`config.mk`:
```
export PLATFORM = sky130hd
export DESIGN_NAME = lru_key_value_cache
export DESIGN_NICKNAME = d
export VERILOG_FILES = /design/src/hdl/lrukv_pkg.sv /design/src/hdl/lrukv_ctrl.sv /design/src/hdl/lrukv_datapath.sv /design/src/hdl/lru_key_value_cache.sv
export SDC_FILE = /design/constraint.sdc
export NUM_CORES = 1
export LEC_CHECK = 0
export BUFFER_PORTS_ARGS = -buffer_cell sky130_fd_sc_hd__buf_2
export CORE_UTILIZATION = 29
export CTS_BUF_LIST = sky130_fd_sc_hd__clkbuf_4 sky130_fd_sc_hd__clkbuf_8
export DETAILED_ROUTE_END_ITERATION = 8
export PLACE_DENSITY = 0.44
export SLEW_MARGIN = 20
export SYNTH_ARGS = -nofsm -noshare
export SYNTH_HDL_FRONTEND = slang
export SYNTH_HIERARCHICAL = 1
export SYNTH_SLANG_ARGS = --single-unit
```
`constraint.sdc`:
```
create_clock -name clk -period 18.7 [get_ports clk]
set_input_delay 2.805 -clock clk [delete_from_list [all_inputs] [get_ports clk]]
set_output_delay 2.805 -clock clk [all_outputs]
set_load 0.005 [all_outputs]
```
`src/hdl/lrukv_pkg.sv`:
```
`default_nettype none

package lrukv_pkg;

	// store geometry
	localparam int ENTRIES = 16;
	localparam int RANK_W  = (ENTRIES > 1) ? $clog2(ENTRIES) : 1;
	localparam int CNT_W   = $clog2(ENTRIES + 1);

	// field widths
	localparam int CAP_W = 5;
	localparam int OCC_W = 5;
	localparam int KEY_W = 32;
	localparam int VAL_W = 32;

	localparam logic [CAP_W-1:0] CAP_RESET = 5'd16;

	// request payload
	typedef struct packed {
		logic                    mode;
		logic signed [KEY_W-1:0] key;
		logic signed [VAL_W-1:0] value;
	} req_t;

	// response payload
	typedef struct packed {
		logic                    hit;
		logic signed [VAL_W-1:0] read_value;
		logic [OCC_W-1:0]        occupancy;
	} rsp_t;

	// controller to datapath commands
	typedef struct packed {
		logic capture;
		logic commit;
	} cmd_t;

endpackage

`default_nettype wire

```
`src/hdl/lrukv_ctrl.sv`:
```
`default_nettype none

module lrukv_ctrl (
	input  wire               clk,
	input  wire               arst_n,
	input  wire               req_valid,
	output logic              req_ready,
	output logic              rsp_valid,
	input  wire               rsp_ready,
	output lrukv_pkg::cmd_t   cmd
);

	typedef enum logic {
		S_IDLE,
		S_UPDATE
	} state_t;

	state_t state_q;
	logic   ready_q;
	logic   rsp_valid_q;
	logic   commit;

	// update may proceed once the response register is free or being drained
	assign commit      = (state_q == S_UPDATE) && (!rsp_valid_q || rsp_ready);
	assign cmd.capture = req_valid && ready_q;
	assign cmd.commit  = commit;
	assign req_ready   = ready_q;
	assign rsp_valid   = rsp_valid_q;

	always_ff @(posedge clk or negedge arst_n) begin
		if (!arst_n) begin
			state_q     <= S_IDLE;
			ready_q     <= 1'b1;
			rsp_valid_q <= 1'b0;
		end else begin
			unique case (state_q)
				S_IDLE: begin
					if (req_valid && ready_q) begin
						state_q <= S_UPDATE;
						ready_q <= 1'b0;
					end
				end
				S_UPDATE: begin
					if (commit) begin
						state_q <= S_IDLE;
						ready_q <= 1'b1;
					end
				end
				default: begin
					state_q <= S_IDLE;
					ready_q <= 1'b1;
				end
			endcase
			if (commit) begin
				rsp_valid_q <= 1'b1;
			end else if (rsp_ready) begin
				rsp_valid_q <= 1'b0;
			end
		end
	end

endmodule

`default_nettype wire

```
`src/hdl/lrukv_datapath.sv`:
```
`default_nettype none

module lrukv_datapath (
	input  wire                             clk,
	input  wire                             arst_n,
	input  wire                             cfg_we,
	input  wire [lrukv_pkg::CAP_W-1:0]      cfg_wdata,
	input  lrukv_pkg::req_t                 req,
	input  lrukv_pkg::cmd_t                 cmd,
	output lrukv_pkg::rsp_t                 rsp
);

	localparam int N  = lrukv_pkg::ENTRIES;
	localparam int RW = lrukv_pkg::RANK_W;
	localparam int CW = lrukv_pkg::CNT_W;
	localparam int AW = lrukv_pkg::VAL_W;
	localparam int KW = lrukv_pkg::KEY_W;
	localparam int PW = lrukv_pkg::CAP_W;
	localparam int XW = (CW > PW) ? CW : PW;

	// entry storage
	logic [KW-1:0]    key_q [N];
	logic [AW-1:0]    val_q [N];
	logic [N-1:0]     valid_q;
	logic [RW-1:0]    rank_q [N];
	logic [CW-1:0]    count_q;
	logic [PW-1:0]    cap_q;

	// captured request and match vector
	logic             mode_s1;
	logic [KW-1:0]    key_s1;
	logic [AW-1:0]    value_s1;
	logic [N-1:0]     match_s1;

	lrukv_pkg::rsp_t  rsp_q;

	logic [N-1:0]     match_now;
	logic             hit_w;
	logic [RW-1:0]    hit_rank;
	logic [AW-1:0]    hit_val;
	logic             evict;
	logic [CW-1:0]    last;
	logic [N-1:0]     oldest;
	logic [N-1:0]     vacate;
	logic [N-1:0]     keep;
	logic [N-1:0]     free;
	logic [N-1:0]     lowest;
	logic             insert_w;
	logic [CW-1:0]    count_next;

	// parallel key compare against the live request
	always_comb begin
		for (int i = 0; i < N; i++) begin
			match_now[i] = valid_q[i] && (key_q[i] == req.key);
		end
	end

	always_comb begin
		hit_rank = '0;
		hit_val  = '0;
		for (int i = 0; i < N; i++) begin
			if (match_s1[i]) begin
				hit_rank = hit_rank | rank_q[i];
				hit_val  = hit_val | val_q[i];
			end
		end
		hit_w = |match_s1;

		// full against the effective capacity (zero means one, saturates at depth)
		if (cap_q == '0) begin
			evict = (count_q != '0);
		end else begin
			evict = (count_q >= CW'(N)) || (XW'(count_q) >= XW'(cap_q));
		end

		// ranks form a permutation, so the oldest holds rank count-1
		last = count_q - 1'b1;
		for (int i = 0; i < N; i++) begin
			oldest[i] = valid_q[i] && (CW'(rank_q[i]) == last);
		end
		vacate   = evict ? oldest : '0;
		keep     = valid_q & ~vacate;
		free     = ~keep;
		lowest   = free & (~free + 1'b1);
		insert_w = |lowest;

		if (hit_w || !mode_s1) begin
			count_next = count_q;
		end else begin
			count_next = count_q - CW'(|vacate) + CW'(insert_w);
		end
	end

	always_ff @(posedge clk or negedge arst_n) begin
		if (!arst_n) begin
			valid_q <= '0;
			count_q <= '0;
			cap_q   <= lrukv_pkg::CAP_RESET;
			for (int i = 0; i < N; i++) begin
				rank_q[i] <= '0;
			end
		end else begin
			if (cfg_we) begin
				cap_q <= cfg_wdata;
			end
			if (cmd.commit) begin
				count_q <= count_next;
				if (hit_w) begin
					for (int i = 0; i < N; i++) begin
						if (match_s1[i]) begin
							rank_q[i] <= '0;
						end else if (valid_q[i] && (rank_q[i] < hit_rank)) begin
							rank_q[i] <= rank_q[i] + 1'b1;
						end
					end
				end else if (mode_s1) begin
					for (int i = 0; i < N; i++) begin
						if (lowest[i]) begin
							valid_q[i] <= 1'b1;
							rank_q[i]  <= '0;
						end else if (keep[i]) begin
							rank_q[i] <= rank_q[i] + 1'b1;
						end else if (vacate[i]) begin
							valid_q[i] <= 1'b0;
							rank_q[i]  <= '0;
						end
					end
				end
			end
		end
	end

	always_ff @(posedge clk) begin
		if (cmd.capture) begin
			mode_s1  <= req.mode;
			key_s1   <= req.key;
			value_s1 <= req.value;
			match_s1 <= match_now;
		end
		if (cmd.commit) begin
			rsp_q.hit        <= hit_w;
			rsp_q.read_value <= hit_w ? hit_val : '0;
			rsp_q.occupancy  <= lrukv_pkg::OCC_W'(count_next);
			if (!hit_w && mode_s1) begin
				for (int i = 0; i < N; i++) begin
					if (lowest[i]) begin
						key_q[i] <= key_s1;
						val_q[i] <= value_s1;
					end
				end
			end
		end
	end

	assign rsp = rsp_q;

	a_count_matches_valid: assert property (@(posedge clk) disable iff (!arst_n)
		$countones(valid_q) == count_q)
		else $error("entry count disagrees with valid bits");

	a_count_bounded: assert property (@(posedge clk) disable iff (!arst_n)
		count_q <= CW'(N))
		else $error("entry count above depth");

	a_hit_keeps_count: assert property (@(posedge clk) disable iff (!arst_n)
		cmd.commit && hit_w |=> count_q == $past(count_q))
		else $error("hit changed occupancy");

	a_insert_grows: assert property (@(posedge clk) disable iff (!arst_n)
		cmd.commit && !hit_w && mode_s1 && !evict |=> count_q == $past(count_q) + 1'b1)
		else $error("insert below capacity did not add an entry");

endmodule

`default_nettype wire

```
`src/hdl/lru_key_value_cache.sv`:
```
// a transfer is captured in the idle state and committed to the response
// register in the update state; no new request is taken before that commit
// the update state waits while an earlier response has not yet been taken
// reset: asynchronous active low; store empty, capacity 16, no response pending
`default_nettype none

module lru_key_value_cache (
	input  wire                         clk,
	input  wire                         arst_n,
	// capacity register write
	input  wire                         cfg_we,
	input  wire [lrukv_pkg::CAP_W-1:0]  cfg_wdata,
	// request channel
	input  wire                         req_valid,
	output logic                        req_ready,
	input  lrukv_pkg::req_t             req,
	// response channel
	output logic                        rsp_valid,
	input  wire                         rsp_ready,
	output lrukv_pkg::rsp_t             rsp
);

	// commands from the sequencer to the store
	lrukv_pkg::cmd_t cmd;

	// sequencer: idle accepts a transfer, update commits it into the
	// response register once that register is free or draining, so a new
	// request is taken while the previous response still waits
	lrukv_ctrl u_ctrl (
		.clk       (clk),
		.arst_n    (arst_n),
		.req_valid (req_valid),
		.req_ready (req_ready),
		.rsp_valid (rsp_valid),
		.rsp_ready (rsp_ready),
		.cmd       (cmd)
	);

	// store: key compare across all entries on the incoming request at
	// transfer, then in the update cycle rank update and, for a put that misses, eviction
	// of the least recent entry when full and fill of the lowest free slot
	lrukv_datapath u_datapath (
		.clk       (clk),
		.arst_n    (arst_n),
		.cfg_we    (cfg_we),
		.cfg_wdata (cfg_wdata),
		.req       (req),
		.cmd       (cmd),
		.rsp       (rsp)
	);

endmodule

`default_nettype wire

```
==> results <==
- The first-pass iteration count of the detailed router is 5.
- The final period utilization is 0.3180.
- The largest total area in the synthesized netlist belongs to edfxtp_1.
- Setup repair after global routing left no endpoint under its margin.
- Of the total synthesized cell area, the portion taken by XOR and XNOR cells is 0.1063.
- The net count after synthesis is roughly 3300.
- The number of antenna violations at the first check in global routing was 12.
- The most critical setup path has its startpoint at u_datapath/count_q[0].
- The clock-pin slew on the worst setup and hold paths is about 0.070 ns.
- The endpoint of the worst register-to-register path is u_datapath/rsp[4].
- The arrival time at the worst endpoint is 6.67 ns.
- The clock tree synthesis step divided the H-tree into 4 levels.
- STA classifies the critical path startpoint as a register.
- After detailed routing, the number of remaining DRC violations is 0.
- For flop-to-flop paths, the worst setup slack is 12.75 ns.
- By area, the combinational part of the netlist is dominated by XOR/XNOR gates.
- The power share of the combinational group is 0.024.
- The area growth from synthesis to layout is 15.82%.
- The pin slew with the least headroom to its limit is between 1 and 1.5 ns.
- After detailed routing, the total wire length is approximately 170000 um.
- The worst ir drop on vdd is ~0.064 mV.
- The power spent charging and discharging nets is approximately 0.0013 W.
- The compound-gate portion of the synthesized area is 0.08169.
- The internal power of the cells totals 0.004323 W.
- The total die area is between 150000 and 200000 um2.
- The largest buffer count on any clock path is 3.
- Across all layers, the routed design uses 30430 vias.
- In the final routed layout, each cell accounts on average for between 20 and 30 um.
- The die height is between 400 and 500 um.
- The later-pin clock latency in the skew report is approximately 1 ns.
- Of the post-synthesis cell area, the part taken by muxes is 0.004320.
- The max-slew violation count is 0.
- At the worst endpoint, the required time is between 15 and 20 ns.
- STA classifies the critical path endpoint as a register.
- The buffer type at the clock tree root is clkbuf_8.
- The number of rows in the core area is ~150.
- For this design the ratio of total power to cell area is 93.94 nW/um2.
- The core region is 174800 um2.
- The via count of the first global-routing pass is 30300.
- For this run, the top clock speed supported by timing is 0.1681 GHz.
- The antenna violation net count after detailed routing is 0.
- In this run the static leakage power is slightly below 20 nW.
- The kind of critical path is register to register.
- The placed instances occupy a cell area of roughly 55000 um2.
- The area share of the largest cell type after synthesis is 0.6695.
- Buffers inserted to repair hold after CTS numbered 0.
- The hold path depth is 0.
- The met1 usage in global routing is 0.2642.
- The number of cells on the worst reg-to-reg path is 23.
- Entering global routing, the biggest net connects 50 pins.
- The busiest layer in global routing is met2.
- After global routing the overflow that remains totals 0.
- The Yosys step of the flow raised 6 warnings.
- The post-synthesis share of cell area spent on and, or, nand and nor gates is 0.05672.
- The wire-length estimate of the detail-placed layout is roughly 100000 um.
- For met3 alone, demand over resource in global routing was 0.03470.
- The total count of hold-check failures in the final report is 0.
- The switching portion of total power is 0.2250.
- The die outline width is approximately 420 um.
- The post-route non-filler standard cell count is about 6000.
- The via count normalized by instance count is 5.106.
- The average cell area after synthesis is approximately 16 um2.
- Setup violations remaining at the end of the flow were counted as 0.
- The placer congestion estimate is between 0.8 and 0.9.
- The final worst clock skew is 0.08166 ns.
- Counting flops with an async set or reset pin after synthesis yields a share of 0.07524.
- The finished cells cover approximately 60000 um2.
- The post-CTS setup buffer count is 0.
- The worst path needs 5.947 ns of the cycle, external delays included.
- The share of total power dissipated in sequential elements is 0.534.
- Across every metal layer, demand over resource in global routing totals 0.1928.
- The number of distinct standard cells referenced by the synthesized netlist is 86.
- The global-route met2 utilization is 0.3159.
- The share of the Yosys chip area taken by registers is 0.7149.
- The synthesized design contains about 1200 register bits.
- The detailed router's first-iteration violation count is 2937.
- Counting the buffers created by CTS gives 210.
- The flow ran to the end, and the final reports show no timing, DRC or antenna violations.
- Post-CTS repair changed the size of 0 cells.
- The number of top-level pins is between 100 and 150.
- The post-synthesis cell count is approximately 3200.
- The first-pass GRT wire length is ~240000 um.
- The path category of the worst min-delay check is register to register.
- After synthesis the cells add up to 51270 um2.
- The port buffer count is approximately 110.
- The count of flip-flops with a built-in enable after synthesis is 1143.
- The final-stage net count is ~3600.
- Of the total synthesized cell area, the portion taken by full adders, half adders and majority gates is 0.01943.
- The effective utilization at floorplan is 0.2933.
- The worst pin sits at a relative slew slack of 0.1869.
- For this design, the sink count on the clock tree is 1236.
- By area the synthesized netlist is led by edfxtp_1 67%, xnor2_1 7.4%, dfrtp_1 4.4%.
- The fraction of power consumed by the clock network is 0.441.
- The tool flagged a number of max-cap violations equal to 0.
- The capture endpoint of the worst hold path is u_datapath/key_q[0][210].
- The startpoint of the worst register-to-register path is u_datapath/count_q[0].
- The cell count after placement is roughly 5600.
- TritonCTS built the clock tree.
- The critical-path maximum fanout is 20.
- In the synthesized netlist the dominant register cell turns out to be edfxtp_1.
- Summed over all failing endpoints, the final setup total negative slack is 0 ns.
- In the final layout, the share of cells above drive strength 1 is 0.1711.
- In this run the most critical hold path is launched from u_datapath/key_s1[18].
-- synth_stat cells, types with 9 or more instances --
master / number
o31ai_1: 20
nor3_1: 23
ha_1: 78
xnor3_1: 23
inv_1: 54
nor4_1: 65
buf_1: 29
a22oi_1: 16
o21a_1: 16
nor2_1: 88
o21bai_1: 9
nand3_1: 60
edfxtp_1: 1143
mux2i_1: 9
a21o_1: 10
dfrtp_1: 91
a31oi_1: 19
nand4_1: 157
xnor2_1: 433
nand2b_1: 19
a21oi_1: 19
a221oi_1: 136
o211ai_1: 11
mux2_2: 9
clkbuf_1: 116
nand2_1: 66
a22o_1: 137
xor2_1: 120
o21ai_0: 61
-- cells by family after synthesis --
logic type,Yosys count
AOI/OAI and AO/OA,524
xor gates and xnor gates,580
adders and majority gates,79
buffers and inverters,213
DFF,1236
muxes,20
and+or+nand+nor,529
-- metrics by stage --
step	power, W	util	worst slack, ns	hold WS, ns
after floorplan	0.003115	-	7.905	0.4771
after global placement	0.003175	0.3151	12.72	0.4654
after detailed placement	0.003174	0.3156	12.71	0.4343
after CTS	0.005649	0.3397	12.82	0.4741
after global routing	0.005764	0.3397	12.36	0.5004
final	0.005578	0.3397	12.75	0.4772
-- worst max-delay path by stage --
| stage | endpoint | slack, ns | cells after the start |
|---|---|---|---|
| 6_report | u_datapath/rsp[4] | 12.75 | 23 |
| 5_1_grt | u_datapath/rsp[4] | 12.36 | 23 |
| 4_1_cts | u_datapath/rsp[4] | 12.82 | 23 |
| 3_5_place_dp | u_datapath/val_q[1][143] | 12.71 | 7 |
| 3_3_place_gp | u_datapath/val_q[1][143] | 12.72 | 7 |
| 2_1_floorplan | u_datapath/key_q[1][32] | 7.91 | 7 |
-- power groups by stage --
| stage | registers, W | clock network [W] | logic [W] |
|---|---|---|---|
| finish | 0.00298 | 0.00246 | 0.000134 |
| floorplan | 0.00304 | 0 | 0.0000776 |
| detailed placement | 0.00304 | 0 | 0.000136 |
| CTS | 0.00298 | 0.00253 | 0.000137 |
| global placement | 0.00304 | 0 | 0.000137 |
| global route | 0.00298 | 0.00264 | 0.000143 |
-- state kept, by name (all words and copies together) (netlist names) --
| signal | flops |
|---|---|
| u_datapath/key_q | 512 |
| u_datapath/val_q | 512 |
| u_datapath/rank_q | 64 |
| u_datapath/rsp | 38 |
| u_datapath/key_s1 | 32 |
| u_datapath/value_s1 | 32 |
| u_datapath/match_s1 | 16 |
| u_datapath/valid_q | 16 |
| u_datapath/cap_q | 5 |
| u_datapath/count_q | 5 |
| u_ctrl/req_ready | 1 |
| u_ctrl/rsp_valid | 1 |
| u_ctrl/state_q | 1 |
| u_datapath/mode_s1 | 1 |
-- cell usage in the layout, fill, tap and decap left out, drive strengths merged, types with 9 or more instances in the layout --
cell type	instances
a22oi	16
nor2	88
mux2i	9
mux2	11
xnor2	434
o31ai	20
nor4	67
buf	226
nand2b	20
a21oi	19
o21ai	63
a21o	10
a221oi	136
a22o	137
xor2	120
clkbuf	293
o21a	16
dfrtp	91
nand4	157
inv	64
nand2	67
edfxtp	1143
nor3	23
a31oi	19
nand3	60
ha	78
o21bai	9
o211ai	13
xnor3	26
clkinv	73
-- per-layer routing --
metal | wire, um | part of all wire
met1 | 78290 | 0.45
met2 | 83080 | 0.48
met3 | 9833 | 0.056
met4 | 3052 | 0.018
met5 | 13 | 0.000075
-- critical path: stages (launching register included) --
cell       delay [ns]
dfrtp_1          0.32
buf_4            0.37
inv_1            0.15
ha_1             1.00
xor2_1           0.21
nand3_1          0.13
o32ai_2          0.48
nor4_1           0.14
o22ai_2          0.44
nand4bb_2        0.32
nand4bb_1        0.12
nor2_1           0.29
ha_1             0.29
inv_1            0.07
ha_1             0.16
inv_1            0.06
fa_1             0.42
nor2_1           0.10
nor2_1           0.05
nor2_1           0.10
nor2_1           0.06
xnor2_1          0.17
nor2_1           0.07
xor2_1           0.14
-- final cells by class --
cell class	instances	area, um2
inverter	55	209.0
antenna	4	10.01
clock inverter	88	645.6
clock buffer	293	3557
sequential	1236	36650
multi-input combinational	1732	13910
timing repair buffer	226	1481
fill	16850	115400
tap	2325	2909
Power figures use the tool's default switching activity.
